$ cat src/rtl/dee_pkg.sv
package dee_pkg;

	localparam int DEPTH_DEF = 1024;
	localparam int RAW_ADDR_W = 10;
	localparam int TICKS_W = 16;
	localparam logic [TICKS_W-1:0] TICKS_RST = 16'd16;

	localparam logic [1:0] KIND_READ = 2'd0;
	localparam logic [1:0] KIND_WRITE = 2'd1;
	localparam logic [1:0] KIND_TICK = 2'd2;

	localparam logic [2:0] SEL_ADDR_HIGH = 3'd0;
	localparam logic [2:0] SEL_ADDR_LOW = 3'd1;
	localparam logic [2:0] SEL_DATA = 3'd2;
	localparam logic [2:0] SEL_CONTROL = 3'd3;
	localparam logic [2:0] SEL_UNLOCK = 3'd4;

	localparam int CTL_MEMSEL = 7;
	localparam int CTL_CFGSEL = 6;
	localparam int CTL_WREN = 2;
	localparam int CTL_WR = 1;
	localparam int CTL_RD = 0;

	localparam logic [7:0] UNLOCK_FIRST = 8'h55;
	localparam logic [7:0] UNLOCK_SECOND = 8'hAA;
	localparam logic [7:0] ERASED_BYTE = 8'hFF;

	typedef struct packed {
		logic [1:0] kind;
		logic [2:0] reg_sel;
		logic [7:0] value;
	} req_t;

	typedef struct packed {
		logic [7:0] read_data;
		logic       busy_res;
	} rsp_t;

	typedef struct packed {
		logic accept;
		logic clear_en;
		logic load;
	} cmd_t;

	typedef struct packed {
		logic clear_last;
		logic mem_read;
	} sts_t;

endpackage

$ cat src/rtl/dee_ctrl.sv
module dee_ctrl
	import dee_pkg::*;
(
	input  logic clk,
	input  logic arst_n,
	input  logic in_valid,
	output logic in_stall,
	output logic out_valid,
	input  logic out_stall,
	input  sts_t sts,
	output cmd_t cmd
);

	typedef enum logic [1:0] {
		ST_CLEAR,
		ST_IDLE,
		ST_LOAD
	} state_t;

	state_t state_q;
	logic   out_valid_q;
	logic   accept;

	assign in_stall = !((state_q == ST_IDLE) && (!out_valid_q || !out_stall));
	assign accept = in_valid && !in_stall;
	assign out_valid = out_valid_q;

	assign cmd.accept = accept;
	assign cmd.clear_en = (state_q == ST_CLEAR);
	assign cmd.load = (state_q == ST_LOAD);

	always_ff @(posedge clk or negedge arst_n) begin
		if (!arst_n) begin
			state_q <= ST_CLEAR;
			out_valid_q <= 1'b0;
		end else begin
			if (accept) begin
				out_valid_q <= 1'b1;
			end else if (!out_stall) begin
				out_valid_q <= 1'b0;
			end
			case (state_q)
				ST_CLEAR: begin
					if (sts.clear_last) begin
						state_q <= ST_IDLE;
					end
				end
				ST_IDLE: begin
					if (accept && sts.mem_read) begin
						state_q <= ST_LOAD;
					end
				end
				ST_LOAD: begin
					state_q <= ST_IDLE;
				end
				default: begin
					state_q <= ST_IDLE;
				end
			endcase
		end
	end

endmodule

$ cat config.mk
export PLATFORM = sky130hd
export DESIGN_NAME = dee_ctrl
export DESIGN_NICKNAME = d
export VERILOG_FILES = /design/src/rtl/dee_pkg.sv /design/src/rtl/dee_ctrl.sv
export SDC_FILE = /design/constraint.sdc
export NUM_CORES = 1
export LEC_CHECK = 0
export BUFFER_PORTS_ARGS = -buffer_cell sky130_fd_sc_hd__clkbuf_2
export CAP_MARGIN = 20
export CORE_AREA = 2 2 39 41
export DETAILED_ROUTE_END_ITERATION = 8
export DIE_AREA = 0 0 41 43
export GPL_TIMING_DRIVEN = 1
export HOLD_SLACK_MARGIN = 0.02
export PLACE_DENSITY = 0.3
export RECOVER_POWER = 25
export SETUP_SLACK_MARGIN = 0.05
export SLEW_MARGIN = 20
export SYNTH_ARGS = -nofsm -noshare
export SYNTH_HDL_FRONTEND = slang
export SYNTH_SLANG_ARGS = --single-unit
$ cat constraint.sdc
create_clock -name clk -period 1.3 [get_ports clk]
set_clock_uncertainty 0.15 [all_clocks]
set_input_delay 0.195 -clock clk [delete_from_list [all_inputs] [get_ports clk]]
set_output_delay 0.195 -clock clk [all_outputs]
set_load 0.01 [all_outputs]
### Word level (Yosys, flattened, before mapping)

Index checks and enable logic that the tools add are counted.

| cells by class | value |
|---|---|
| eq/ne operators | 5 |
| multiplexer cells | 5 |
| reduce and logical (&&, ||, !) cells | 9 |

Operators with widths:

| cell | count |
|---|---|
| $mux 2 | 2 |
| $ne 2x1->1 const B | 2 |
| $pmux 2 s2 | 1 |
| $logic_and 1x1->1 | 3 |
| $logic_not 1->1 | 3 |
| $eq 2x1->1 const B | 1 |
| $eq 2x2->1 const B | 1 |
| $logic_not 2->1 | 1 |
| $mux 1 | 2 |
| $ne 2x2->1 const B | 1 |
| $reduce_and 2->1 | 1 |
| $logic_or 1x1->1 | 1 |

| storage, ports and cells | value |
|---|---|
| input bits | 6 |
| output and inout bits | 5 |
| flip-flop bits (word level) | 3 |

### Depth between registers and ports, before layout

| depth | value |
|---|---|
| depth in word-level cells | 7 |
| depth in mapped cells | 3 |

### Worst setup path after synthesis

No wires, ideal clock.

| path | value |
|---|---|
| kind | register to output |
| start point | register state_q[0] |
| end point | output cmd[2] (netlist name) |
| stages on the path, launching flop included | 4 |
| buffers on the path | 1 |
| data arrival time | 0.838 ns |
| setup slack | 0.117 ns |
| path through | dfrtp_1 > nor2b_4 > and3_2 > buf_4 |

| between the ends | value |
|---|---|
| cells in the longest elaborated chain, start to end | 3 |

Ends and longest elaborated chain:

| item | line | source |
|---|---|---|
| from (decl) | dee_ctrl.sv:20 | `state_t state_q;` |
| from (signal assigned) | dee_ctrl.sv:34 | `state_q <= ST_CLEAR;` |
| from (signal assigned) | dee_ctrl.sv:45 | `state_q <= ST_IDLE;` |
| from (signal assigned) | dee_ctrl.sv:50 | `state_q <= ST_LOAD;` |
| $eq 2x1->1 | dee_ctrl.sv:24 | `assign in_stall = !((state_q == ST_IDLE) && (!out_valid_q \|\| !out_stall));` |
| $logic_and 1x1->1 | dee_ctrl.sv:24 |  |
| $logic_and 1x1->1 | dee_ctrl.sv:25 | `assign accept = in_valid && !in_stall;` |
| to (decl) | dee_ctrl.sv:11 | `output cmd_t cmd` |

Every way passes these cells.

==> summary.md <==
| Metric | Value |
|---|---|
| Status | `finished with violations` |
| Failing checks | `negative setup slack` |
| Worst-path clk slew | `0.04 ns` |
| Average wire per standard cell | `8.67 um` |
| Vias per cell | `3.73` |
| Clock sinks | `3` |
| Top cells by count, synth | `dfrtp_1 (3), nand2_1 (2)` |
| Die Span X | `41 um` |
| Drt drc | `0` |
| Vias in the first global route | `165` |
| Min Tclk post-route | `1.42 ns` |
| Worst Hold Class | `input pin to register` |
| Gr usage total | `0.0564` |
| Fin crit share | `1.09` |
| FF-to-FF path depth | `3` |
| Share of cells above drive strength 1 | `0.594` |
| Worst Hold Depth | `2` |
| Synth Warn # | `0` |
| Post-synthesis sequential area ratio | `0.484` |
| Final global-route overflow total | `0` |
| CTS Root Cell | `clkbuf_4` |
| FFs w/ async S/R, synth | `1.00` |
| Antenna viol nets, final | `0` |
| CP Capture Type | `output pin` |
| Starting Density | `0.112` |
| RSZ-0062 raised after global routing | `true` |
| Worst-Margin Slew | `0.190 ns` |
| Worst Path Required | `0.95 ns` |
| Crit path launch type | `register` |
| Final setup margin | `-0.122 ns` |
| Die ar. | `1760 um2` |
| Initial antenna violation count | `0` |
| Fin area | `303 um2` |
| PD cells | `1310 nW/um2` |
| Synth Flop Type | `dfrtp_1` |
| Max-cap violation count | `0` |
| Clk_lat worst skew | `0.23 ns` |
| Via count | `179` |
| Rel. slew slack | `0.873` |
| Pin count of the biggest net entering global routing | `5` |
| Reg2reg start | `state_q[0]` |
| Leading area contributor after synthesis | `dfrtp_1` |
| Synth Cell Area | `155 um2` |
| Area Overhead vs Synth | `95.2%` |
| Top-area cell type share of the netlist area | `0.484` |
| Worst min-delay path startpoint | `sts[0]` |
| EDFF count, synth | `0` |
| Fillers | `170` |
| #FFs+latches synth | `3` |
| Power Total | `0.397 mW` |
| CTS tree | `done` |
| Core Rows | `14` |
| GR Util met2 | `0.0750` |
| First DRT Iteration DRCs | `0` |
| Synth Instances | `14` |
| Area contributors post-synth | `dfrtp_1 (48%), nor2b_4 (8.9%), a22o_1 (5.6%), a41oi_1 (5.6%), and2b_2 (5.6%)` |
| Unique masters post-synth | `11` |
| Fin. Hold Viols | `0` |
| Setup Viol. Count Final | `4` |
| VDD IR max | `0.258 mV` |
| Core Box Area | `1380 um2` |
| Pleak | `0.158 nW` |
| Antenna diodes | `0` |
| H-tree depth | `1` |
| Port-buffer cells | `10` |
| Count leader, synth | `dfrtp_1` |
| CTS Buffer Depth | `2` |
| GRT Max-Usage Layer | `met4` |
| Number of CTS-inserted buffers | `3` |
| Crit-path max FO | `3` |
| Drt first pass iters | `1` |
| Final Slew Violations | `0` |
| Total wire length | `416 um` |
| Hold EP | `state_q[0]` |
| Syn nets | `20` |
| NumNets Final | `39` |
| Critical R2R Capture | `out_valid` |
| Syn_area_per_cell | `11.1 um2` |
| Final core occ | `0.219` |
| Met3 Resource Use GR | `0.0314` |
| Placed cell areas | `218 um2` |
| Die Y | `43 um` |
| Reg2Reg Setup Slack | `0.16 ns` |
| Hold_ws | `0.0676 ns` |
| First-pass GRT wire length | `579 um` |
| Fmax | `703 MHz` |
| Routability cong. | `0.597` |
| Met1 Use GR | `0.0455` |
| Worst path arrival time | `1.08 ns` |
| Io pins | `11` |
| CP Class | `register to output pin` |
-- flip-flops by register name (all words and copies together), names as in the netlist --
name / count
out_valid: 1
state_q: 2
-- report_power, final --
part / leakage (nW) / switching [mW] / internal, mW
registers: 0.0350 / 0.0125 / 0.106
logic: 0.108 / 0.0471 / 0.0700
clock network: 0.0150 / 0.0463 / 0.115
-- stage by stage --
stage               setup slack [ns]  TNS [ns]  instances
floorplan                      0.117         0         14
global route                  -0.153    -0.436         48
global placement              0.0764         0         39
detailed placement            0.0775         0         39
finish                        -0.122    -0.288         48
CTS                           -0.139    -0.371         46
-- cells by family (layout without fill, tap and decap cells) --
logic type             Yosys count  count (layout)  share of synthesized area
AO/OA/AOI/OAI                    2               2                      0.113
buffers and inverters            1              19                     0.0484
flip-flops                       3               3                      0.484
AND/OR/NAND/NOR                  8               8                      0.355
-- cell type report --
| type | count | area, um2 | share of cell area |
|---|---|---|---|
| clock buffers | 4 | 26.3 | 0.0868 |
| repair buffers | 15 | 105 | 0.347 |
| multi-input cells | 10 | 76.3 | 0.252 |
| well taps | 16 | 20.0 | 0.0661 |
| flip-flops and latches | 3 | 75.1 | 0.248 |
-- cells in the final DEF (no fill, tap or decap), drive strengths merged, types with 2 or more instances in the layout --
master  instances
dfrtp           3
nand2           2
buf             7
clkbuf         11
-- repair_timing --
action                                 CTS  global route
resized for setup                        1             6
endpoints found under the hold margin    3             0
buffers inserted                         2             2
hold buffers                             1             0
pin swaps                                0             1
setup endpoints to repair                4             4
-- critical path, stage by stage (launching register included) --
cell     delay, ns
dfrtp_1       0.42
buf_6         0.13
and2b_2       0.18
buf_6         0.11
-- worst max path at each step --
stage | startpoint | end | slack, ns | depth (start not counted)
floorplan | state_q[0] | cmd[2] | 0.12 | 3
global placement | state_q[1] | cmd[2] | 0.08 | 3
detailed placement | state_q[1] | cmd[2] | 0.08 | 3
CTS | state_q[1] | cmd[0] | -0.14 | 3
global route | state_q[0] | cmd[2] | -0.15 | 3
finish | state_q[1] | cmd[0] | -0.12 | 3
-- layer usage --
metal / share of wire / up-vias
met2: 0.58 / 5
met4: 0 / 0
met3: 0.043 / 0
li1: - / 88
met1: 0.38 / 86
met5: 0 / -
No activity file was read; power rests on OpenSTA's default activity.
